`src/hdl/deferred_release_queue_core_macros.svh`:
```
// Assertion shorthands shared by the RTL. Each one samples on clk and
// is disabled while rst_n is low.
`ifndef DEFERRED_RELEASE_QUEUE_CORE_MACROS_SVH
`define DEFERRED_RELEASE_QUEUE_CORE_MACROS_SVH

// Check that the antecedent implies the consequent in the same cycle.
`define DRQ_ASSERT_IMP(label, ante, cons, msg) \
    label: assert property (@(posedge clk) disable iff (!rst_n) (ante) |-> (cons)) \
        else $error(msg);

// Check that the antecedent implies the consequent in the next cycle.
`define DRQ_ASSERT_NEXT(label, ante, cons, msg) \
    label: assert property (@(posedge clk) disable iff (!rst_n) (ante) |=> (cons)) \
        else $error(msg);

`endif

```
`src/hdl/drq_pkg.sv`:
```
package drq_pkg;

    localparam int QUEUE_DEPTH = 64;
    localparam int IDX_W       = $clog2(QUEUE_DEPTH);

    localparam logic [IDX_W-1:0] FULL_COUNT  = IDX_W'(QUEUE_DEPTH - 1);
    localparam logic [7:0]       RESET_DELAY = 8'd2;

    localparam logic [1:0] OP_ENQUEUE   = 2'd0;
    localparam logic [1:0] OP_TICK      = 2'd1;
    localparam logic [1:0] OP_SET_DELAY = 2'd2;

    localparam logic [1:0] CAUSE_EXPIRED    = 2'd0;
    localparam logic [1:0] CAUSE_FULL       = 2'd1;
    localparam logic [1:0] CAUSE_FLUSH      = 2'd2;
    localparam logic [1:0] CAUSE_ZERO_DELAY = 2'd3;

    typedef struct packed {
        logic [1:0]  operation;
        logic [31:0] address;
        logic [7:0]  new_delay;
    } cmd_t;

    typedef struct packed {
        logic [31:0] release_address;
        logic [1:0]  release_cause;
        logic        last_of_run;
    } rel_t;

    typedef struct packed {
        logic [31:0] address;
        logic [7:0]  ticks;
    } entry_t;

endpackage

```
`src/hdl/deferred_release_queue_core.sv`:
```
// Deferred-release queue core.
//
// Command channel (cmd_valid / cmd_stall / cmd): a transfer carries one
// operation: enqueue an address, tick, or set the release delay. Release
// channel (rel_valid / rel_stall / rel): one transfer per released address,
// with its cause and a last_of_run flag that marks the final release a
// command produces. A command that releases nothing produces no transfer.
//
// Entries live in one synchronous table RAM (address plus 8-bit countdown).
// Commands are taken one at a time; cmd_stall stays high while a command is
// still being worked on. Enqueue, set delay and unused codes finish in idle,
// but for a zero delay with entries stored. An immediate release shows on rel
// in the cycle after the command transfer. A tick visits each stored entry
// once (RAM read, then update) and ends with a closing step. A flush to zero
// delay reads and releases each stored entry in turn, through the RAM port.
// When rel_stall holds the output register full, the sequencer waits in
// place at the next release; the command side stays stalled meanwhile.
// Reset empties the table (count to zero), sets the delay to 2 and drops
// any pending release; the RAM contents are not cleared.

`include "deferred_release_queue_core_macros.svh"

module deferred_release_queue_core
    import drq_pkg::*;
(
    input  logic clk,
    input  logic rst_n,

    input  logic cmd_valid,
    output logic cmd_stall,
    input  cmd_t cmd,

    output logic rel_valid,
    input  logic rel_stall,
    output rel_t rel
);

    // Sequencer states
    localparam logic [2:0] ST_IDLE   = 3'd0;
    localparam logic [2:0] ST_TK_RD  = 3'd1;
    localparam logic [2:0] ST_TK_EX  = 3'd2;
    localparam logic [2:0] ST_TK_END = 3'd3;
    localparam logic [2:0] ST_FL_RD  = 3'd4;
    localparam logic [2:0] ST_FL_EX  = 3'd5;

    logic [2:0]       state_reg, state_next;
    logic [IDX_W-1:0] count_reg, count_next;
    logic [IDX_W-1:0] idx_reg, idx_next;
    logic [7:0]       delay_reg, delay_next;

    // Tick releases are held back one step so last_of_run is known
    // before the release leaves the block.
    logic             pend_valid_reg, pend_valid_next;
    logic [31:0]      pend_addr_reg, pend_addr_next;

    logic             out_valid_reg;
    rel_t             out_reg;
    logic             out_free;
    logic             push;
    rel_t             push_data;
    logic             accept;

    // Table RAM: one write port, two registered read ports.
    entry_t           mem [QUEUE_DEPTH];
    logic             wr_en;
    logic [IDX_W-1:0] wr_addr;
    entry_t           wr_data;
    logic             rd_en;
    logic [IDX_W-1:0] rd_a_addr;
    logic [IDX_W-1:0] rd_b_addr;
    entry_t           rd_a_reg;
    entry_t           rd_b_reg;
    logic [7:0]       dec_ticks;

    assign out_free  = !out_valid_reg || !rel_stall;
    assign cmd_stall = !((state_reg == ST_IDLE) && out_free);
    assign accept    = cmd_valid && !cmd_stall;
    assign rel_valid = out_valid_reg;
    assign rel       = out_reg;
    assign dec_ticks = rd_a_reg.ticks - 8'd1;

    // A write in the update state always lands before the next read is
    // issued, so the read-modify-write loop needs no forwarding.
    always_ff @(posedge clk)
    begin
        if (wr_en)
        begin
            mem[wr_addr] <= wr_data;
        end
        if (rd_en)
        begin
            rd_a_reg <= mem[rd_a_addr];
            rd_b_reg <= mem[rd_b_addr];
        end
    end

    always_comb
    begin
        state_next      = state_reg;
        count_next      = count_reg;
        idx_next        = idx_reg;
        delay_next      = delay_reg;
        pend_valid_next = pend_valid_reg;
        pend_addr_next  = pend_addr_reg;
        push            = 1'b0;
        push_data       = '0;
        wr_en           = 1'b0;
        wr_addr         = count_reg;
        wr_data         = '0;
        rd_en           = 1'b0;
        rd_a_addr       = idx_reg;
        rd_b_addr       = count_reg - IDX_W'(1);

        unique case (state_reg)
            ST_IDLE:
            begin
                if (accept)
                begin
                    unique case (cmd.operation)
                        OP_ENQUEUE:
                        begin
                            // Full table wins over zero delay.
                            if (count_reg == FULL_COUNT)
                            begin
                                push      = 1'b1;
                                push_data = '{release_address: cmd.address,
                                              release_cause:   CAUSE_FULL,
                                              last_of_run:     1'b1};
                            end
                            else if (delay_reg == 8'd0)
                            begin
                                push      = 1'b1;
                                push_data = '{release_address: cmd.address,
                                              release_cause:   CAUSE_ZERO_DELAY,
                                              last_of_run:     1'b1};
                            end
                            else
                            begin
                                wr_en      = 1'b1;
                                wr_addr    = count_reg;
                                wr_data    = '{address: cmd.address, ticks: delay_reg};
                                count_next = count_reg + IDX_W'(1);
                            end
                        end
                        OP_TICK:
                        begin
                            if (count_reg != '0)
                            begin
                                idx_next   = '0;
                                state_next = ST_TK_RD;
                            end
                        end
                        OP_SET_DELAY:
                        begin
                            delay_next = cmd.new_delay;
                            if ((cmd.new_delay == 8'd0) && (count_reg != '0))
                            begin
                                state_next = ST_FL_RD;
                            end
                        end
                        default:
                        begin
                        end
                    endcase
                end
            end

            ST_TK_RD:
            begin
                // Fetch the entry under examination and the last entry.
                rd_en      = 1'b1;
                state_next = ST_TK_EX;
            end

            ST_TK_EX:
            begin
                if (dec_ticks != 8'd0)
                begin
                    wr_en    = 1'b1;
                    wr_addr  = idx_reg;
                    wr_data  = '{address: rd_a_reg.address, ticks: dec_ticks};
                    idx_next = idx_reg + IDX_W'(1);
                    if (({1'b0, idx_reg} + (IDX_W+1)'(1)) < {1'b0, count_reg})
                    begin
                        state_next = ST_TK_RD;
                    end
                    else
                    begin
                        state_next = ST_TK_END;
                    end
                end
                else if (!pend_valid_reg || out_free)
                begin
                    // Release the held address, hold this one, and move
                    // the last entry into the freed slot.
                    if (pend_valid_reg)
                    begin
                        push      = 1'b1;
                        push_data = '{release_address: pend_addr_reg,
                                      release_cause:   CAUSE_EXPIRED,
                                      last_of_run:     1'b0};
                    end
                    pend_valid_next = 1'b1;
                    pend_addr_next  = rd_a_reg.address;
                    wr_en           = 1'b1;
                    wr_addr         = idx_reg;
                    wr_data         = rd_b_reg;
                    count_next      = count_reg - IDX_W'(1);
                    if (idx_reg < (count_reg - IDX_W'(1)))
                    begin
                        state_next = ST_TK_RD;
                    end
                    else
                    begin
                        state_next = ST_TK_END;
                    end
                end
            end

            ST_TK_END:
            begin
                if (!pend_valid_reg)
                begin
                    state_next = ST_IDLE;
                end
                else if (out_free)
                begin
                    push            = 1'b1;
                    push_data       = '{release_address: pend_addr_reg,
                                        release_cause:   CAUSE_EXPIRED,
                                        last_of_run:     1'b1};
                    pend_valid_next = 1'b0;
                    state_next      = ST_IDLE;
                end
            end

            ST_FL_RD:
            begin
                // Flush walks from the highest index down.
                rd_en      = 1'b1;
                rd_a_addr  = count_reg - IDX_W'(1);
                state_next = ST_FL_EX;
            end

            ST_FL_EX:
            begin
                if (out_free)
                begin
                    push       = 1'b1;
                    push_data  = '{release_address: rd_a_reg.address,
                                   release_cause:   CAUSE_FLUSH,
                                   last_of_run:     (count_reg == IDX_W'(1))};
                    count_next = count_reg - IDX_W'(1);
                    if (count_reg == IDX_W'(1))
                    begin
                        state_next = ST_IDLE;
                    end
                    else
                    begin
                        state_next = ST_FL_RD;
                    end
                end
            end

            default:
            begin
                state_next = ST_IDLE;
            end
        endcase
    end

    always_ff @(posedge clk or negedge rst_n)
    begin
        if (!rst_n)
        begin
            state_reg      <= ST_IDLE;
            count_reg      <= '0;
            idx_reg        <= '0;
            delay_reg      <= RESET_DELAY;
            pend_valid_reg <= 1'b0;
            out_valid_reg  <= 1'b0;
        end
        else
        begin
            state_reg      <= state_next;
            count_reg      <= count_next;
            idx_reg        <= idx_next;
            delay_reg      <= delay_next;
            pend_valid_reg <= pend_valid_next;
            if (out_free)
            begin
                out_valid_reg <= push;
            end
        end
    end

    always_ff @(posedge clk)
    begin
        pend_addr_reg <= pend_addr_next;
        if (out_free && push)
        begin
            out_reg <= push_data;
        end
    end

    `DRQ_ASSERT_IMP(a_idle_no_pending, state_reg == ST_IDLE, !pend_valid_reg,
        "pending tick release left behind in idle")
    `DRQ_ASSERT_IMP(a_tick_index_in_range, state_reg == ST_TK_EX, idx_reg < count_reg,
        "tick walk index beyond entry count")
    `DRQ_ASSERT_IMP(a_flush_empties, (state_reg == ST_IDLE) && ($past(state_reg) == ST_FL_EX),
        count_reg == '0, "flush finished with entries left")
    `DRQ_ASSERT_NEXT(a_push_lands, out_free && push, rel_valid,
        "release pushed but output register empty")

endmodule
```
`config.mk`:
```
export PLATFORM = sky130hd
export DESIGN_NAME = deferred_release_queue_core
export DESIGN_NICKNAME = d
export VERILOG_FILES = /design/src/hdl/drq_pkg.sv /design/src/hdl/deferred_release_queue_core.sv
export VERILOG_INCLUDE_DIRS = /design/src /design/src/hdl
export SDC_FILE = /design/constraint.sdc
export NUM_CORES = 2
export LEC_CHECK = 0
export BUFFER_PORTS_ARGS = -buffer_cell sky130_fd_sc_hd__buf_2
export CORE_ASPECT_RATIO = 0.8
export CORE_MARGIN = 4
export CORE_UTILIZATION = 35
export CTS_CLUSTER_DIAMETER = 50
export DETAILED_ROUTE_END_ITERATION = 10
export PLACE_DENSITY = 0.51
export SLEW_MARGIN = 30
export SYNTH_ARGS = -nofsm -noshare
export SYNTH_HDL_FRONTEND = slang
export SYNTH_SLANG_ARGS = --single-unit
```
`constraint.sdc`:
```
create_clock -name clk -period 7.45 [get_ports clk]
set_input_delay 0.745 -clock clk [delete_from_list [all_inputs] [get_ports clk]]
set_output_delay 0.745 -clock clk [all_outputs]
set_load 0.05 [all_outputs]
```
## Word level (Yosys, flattened, before mapping)

Memories as Yosys holds them, arrays and structs flattened. A register that Yosys moved wholly into a read port is not among the register bits.
Index checks and enable logic that the tools add are counted.

| storage, ports and cells | value |
|---|---|
| bits in registers | 92 |
| memory bits (writable) | 2,560 |
| input bits | 46 |
| output and inout port bits | 37 |
| word-level logic and storage cells | 142 |
| memories kept | 1 |

Memory list:

| memory | words | bits a word | rd ports | clocked after Yosys merged registers in | wr ports | RTL line | source |
|---|---|---|---|---|---|---|---|
| mem | 64 | 40 | 2 | 2 | 1 | deferred_release_queue_core.sv:64 | `entry_t mem [QUEUE_DEPTH];` |

| operators by class | value |
|---|---|
| $add $sub $neg | 5 |
| $lt $le $gt $ge | 2 |
| eq/ne operators | 24 |
| mux-type cells | 73 |
| bitwise operators | 1 |
| reduce and logical (&&, ||, !) cells | 26 |

Operators with widths:

| cell | count |
|---|---|
| two-way mux 35 bit | 10 |
| two-way mux 40 bit | 6 |
| one-hot mux 35 bit (4 select lines) | 1 |
| two-way mux 6 bit | 15 |
| one-hot mux 40 bit (2 select lines) | 1 |
| two-way mux 3 bit | 9 |
| two-way mux 1 bit | 22 |
| one-hot mux 3 bit (6 select lines) | 1 |
| one-hot mux 6 bit (3 select lines) | 1 |
| zero test 8 bit | 2 |
| != test 2 bit (second input constant) | 7 |
| adder 6 x 1 -> 6 bit (second input constant) | 2 |
| != test 3 bit (second input constant) | 4 |
| one-hot mux 6 bit (2 select lines) | 1 |
| AND reduction 3 bit | 3 |
| AND reduction 8 bit | 1 |
| nonzero test 8 bit | 1 |
| subtractor 8 x 1 -> 8 bit (second input constant) | 1 |
| adder 6 x 1 -> 7 bit (second input constant) | 1 |
| < comparator 7 x 6 -> 1 bit | 1 |
| AND reduction 7 bit | 1 |
| equality test 3 x 2 -> 1 bit (second input constant) | 2 |
| equality test 3 bit (second input constant) | 2 |
| equality test 6 x 1 -> 1 bit (second input constant) | 1 |
| 23 further kinds | 35 |

## Longest topological paths before layout

| logic depth | value |
|---|---|
| depth in word-level cells | 8 |
| mapped depth | 18 |
| mapped depth without buffers | 11 |

## Worst setup path before layout

OpenSTA, ideal clock, no wires.

| timing path | value |
|---|---|
| kind | flip-flop to flip-flop |
| start point | register rd_a_reg[2] (netlist name) |
| end point | memory mem[0][7] (netlist name) (data pin) |
| setup time | 681 ps |
| arrival time | 4,586 ps |
| data required time | 6,769 ps |
| slack | 2,184 ps |
| stages on the path, launching flop included | 9 |
| buffers on the path | 1 |
| clock period less this slack | 5,266 ps |
| path through | edfxtp_1 nor4_1 nand2_1 xor2_1 nand4_1 nor3_1 clkbuf_1 a21oi_1 nor3_1 |

RTL lines:

| item | RTL line |
|---|---|
| to (decl) | deferred_release_queue_core.sv:64 |

## Worst setup path in the final report

| timing path | value |
|---|---|
| start point | register count_reg[0] |
| end point | register rd_a_reg[4] (netlist name) |

| on the way | value |
|---|---|
| cells in the longest elaborated chain, start to end | 2 |

RTL lines:

| item | RTL line | source |
|---|---|---|
| from (decl) | deferred_release_queue_core.sv:47 | `logic [IDX_W-1:0] count_reg, count_next;` |
| from (signal assigned) | deferred_release_queue_core.sv:286 | `count_reg <= count_next;` |
| subtractor 6 x 1 -> 6 bit | deferred_release_queue_core.sv:241 | `rd_a_addr = count_reg - IDX_W'(1);` |
| two-way mux 6 bit | deferred_release_queue_core.sv:114 | `unique case (state_reg)` |

No other way between the ends.
A chain may end at the register's enable or synchronous reset.

==> key figures <==
Global route
  • Grt ovf: 0
  • Largest net degree at the start of global routing: 131
  • GRT Total Usage: 26.8%
  • Vias in the first global route: 84.4k
  • First-pass GRT wire length: 709000 um
  • Initial antenna violation count: 24

Drt
  • DRC violations left: 0
  • Post-DR wirelength/cell: 37.5 um
  • Drt total wl: 520000 um
  • Post-route ant nets: 0
  • DR vias/cell: 6.38
  • DR iter-0 viols: 14.3k
  • Vias post-DR: 88.5k
  • Drt pass-1 iters: 9

Cells and area
  • Fin area: 0.146 mm^2
  • Share of cells above drive strength 1: 20.6%
  • Final nets: 8817
  • Non-Filler Instances: 13.9k
  • Largest register FFs: 2560
  • Synth-to-layout area growth: 13.7%

Timing
  • Final-report hold violation count: 0
  • Period utilisation layout: 74.3%
  • Setup TNS Final: 0 ps
  • Skew final: 90.5 ps
  • RSZ-0062 raised after global routing: no
  • Least-Margin Pin Slew: 1080 ps
  • Max-slew headroom: 27.8%
  • Fmax: 181 MHz
  • Slew Limit Fails: 0
  • Final setup viols: 0
  • Min Tclk post-route: 5540 ps

Floorplanning
  • Rows: 198
  • IO Count: 83
  • Die Area: 0.377 mm^2
  • Initial Util: 35.2%
  • Chip Height: 550 um
  • Die X: 685 um
  • Area of the core: 0.364 mm^2

Worst hold path
  • Worst hold endpoint: delay_reg[2]$_DFFE_PN0P_
  • Worst min path class: input pin to flop
  • Worst Hold Depth: 2
  • Hold path start: cmd[2]

Power and ir drop
  • Final Power: 68.5 mW
  • Power per cell area: 470 mW/mm^2
  • P_leak: 48.5 nW
  • Max VDD drop: 0.000656 V

Status
  • Status: complete, no violations

CTS
  • Clock buffer count from CTS: 293
  • Maximum root-to-sink buffer count: 4
  • CTS clock-pin slew for the worst setup and hold paths: 60 ps
  • H-tree lvl count: 5
  • Post-CTS setup buffer count: 0
  • Latest clock arrival within the worst-skew pair: 930 ps
  • CTS Root Cell: clkbuf_16
  • CTS tree: done
  • CTS Sinks: 2732

Setup path
  • Worst R2R Path Depth: 11
  • CP arrival: 6240 ps
  • Setup CP Type: flop to flop
  • Flop2flop setup slack: 1910 ps
  • R2R Path End: rd_a_reg[4]$_DFFE_PP_
  • Worst EP required: 8150 ps
  • Startpoint Class: flop
  • Critical path buffer and inverter count: 4
  • Origin of the critical flop-to-flop path: count_reg[0]$_DFFE_PN0P_
  • Crit-path slowest cell: dfrtp_4
  • Crit path cell chain: inv_1 > ha_1 > xor2_4 > buf_12 > mux2i_4 > buf_12 > nor2_4 > buf_4 > nand3_1 > a31oi_1 > or4_1
  • Critical path's top delay family: buffers and inverters
  • Critical path peak fanout: 62
  • Critical Path Most Common Cell: buf_12
  • Worst setup EP type: flop
  • Max stage delay on crit path: 800 ps

Placed design
  • Dpl cell area: 0.136 mm^2
  • Port bufs: 82
  • Post-DP HPWL: 287000 um
  • Routability cong.: 0.874
  • Placed cell count: 13.4k

Yosys
  • XOR/XNOR Fraction of Synth Area: 0.130%
  • Mean Syn Cell Area: 14.7 um^2
  • Synth area leaders: edfxtp_1, mux4_2, nand2_1, nand3_1, mux2i_1
  • Multiplexer share of the synthesized area: 17.8%
  • Mapped Nets: 8809
  • FFs w/ async S/R, synth: 0.915%
  • Cell variety after synth: 81
  • Synth area leader: edfxtp_1
  • Yosys warnings: 0
  • Post-synthesis sequential element count: 2732
  • Synth Cell Area: 0.128 mm^2
  • EDFF count, synth: 2707
  • Post-synthesis adder-cell area fraction: 0.166%
  • Post-synth top area share: 63.3%
  • Compound-Gate Fraction of Synth Area: 5.39%
  • Most frequent cell after synthesis: edfxtp_1
  • Sequential area share after synthesis: 63.8%
  • Post-synth top cells: edfxtp_1, nand2_1, nand3_1, mux4_2, clkbuf_1
  • Post-Synth Simple-Gate Area: 10.1%
  • Largest family of logic cells by synthesized area: multiplexers
  • Cell count after synthesis: 8746
  • Most used DFF post-synth: edfxtp_1

Job
  • Max Cap Viol: 0
cell usage in the layout (no fill, tap or decap), drive strengths merged, types with 9 or more instances in the layout:
master | netlist | routed
o2111ai | 25 | 25
o21ai | 35 | 35
mux4 | 851 | 851
a211oi | 63 | 63
mux2 | 24 | 24
clkbuf | 384 | 355
a41oi | 9 | 9
o22ai | 27 | 27
xnor2 | 13 | 13
ha | 17 | 17
buf | 309 | 405
a21oi | 259 | 259
a31oi | 152 | 152
edfxtp | 2707 | 2707
a31o | 16 | 16
nor4 | 35 | 35
clkinv | 3 | 98
nand4 | 33 | 33
o211ai | 61 | 61
mux2i | 343 | 343
nor3 | 18 | 18
bufinv | 0 | 21
dfrtp | 24 | 24
inv | 59 | 74
or4 | 31 | 31
nand3 | 857 | 857
o211a | 32 | 32
nor2 | 102 | 102
nand2 | 1890 | 1890
a22oi | 120 | 120
clkinvlp | 0 | 14
a222oi | 32 | 32
a221oi | 19 | 19
a211o | 11 | 11
a2111oi | 18 | 18
and2 | 16 | 16
a311oi | 12 | 12
a32oi | 47 | 47
worst max path at each step:
stage	start	depth (start not counted)	end	slack (ps)
detailed placement	count_reg[0]$_DFFE_PN0P_	11	rd_a_reg[13]$_DFFE_PP_	1910
global route	count_reg[0]$_DFFE_PN0P_	10	rd_a_reg[22]$_DFFE_PP_	1770
finish	count_reg[0]$_DFFE_PN0P_	11	rd_a_reg[4]$_DFFE_PP_	1910
global placement	count_reg[0]$_DFFE_PN0P_	11	rd_a_reg[37]$_DFFE_PP_	1960
CTS	count_reg[0]$_DFFE_PN0P_	11	rd_a_reg[13]$_DFFE_PP_	1910
floorplan	rd_a_reg[2]$_DFFE_PP_	8	mem[0][7]$_DFFE_PP_	2180
logic make-up (layout without fill, tap and decap cells):
logic type	after synthesis	count (layout)
AND/OR/NAND/NOR	3022	3022
multiplexers	1218	1218
XOR/XNOR	19	19
other	0	8
AO/OA/AOI/OAI	983	983
flip-flops	2732	2732
adder cells (fa/ha/maj)	17	17
buffers and inverters	755	968
final cells by class:
cell class,instances,area (um^2)
clock buffers,355,7820
well taps,4900,6130
fillers,32900,219000
flip-flops and latches,2732,81900
diodes,8,20.0
multi-input cells,5259,44100
inverters,62,233
repair buffers,406,4250
clock inverters,145,1390
stage by stage:
stage	util (%)	hold slack, ps	worst slack [ps]
after floorplan	-	449	2180
after global placement	37.3	470	1960
after detailed placement	37.4	482	1910
after CTS	40.0	11.9	1910
after global routing	40.0	47.3	1770
final	40.0	65.6	1910
report_power, final:
| part | leakage [nW] | total (mW) | internal [mW] | switching [mW] |
|---|---|---|---|---|
| sequential | 25.3 | 20.1 | 19.3 | 0.766 |
| clock | 4.48 | 14.6 | 8.23 | 6.40 |
| combinational | 18.7 | 33.8 | 12.3 | 21.6 |
per-layer routing:
| layer | wire, um | global-route usage, % | up-vias |
|---|---|---|---|
| met5 | 123 | 0 | - |
| met4 | 30300 | 13.3 | 14 |
| met3 | 64000 | 6.80 | 1249 |
| met2 | 223000 | 39.2 | 6480 |
| met1 | 202000 | 37.3 | 46100 |
| li1 | - | - | 34600 |
timing repair:
action	4_1_cts	5_1_grt
gates resized for setup	0	0
hold buffers	1	0
endpoints found under the hold margin	24	0
No activity file was read; power rests on OpenSTA's default activity.
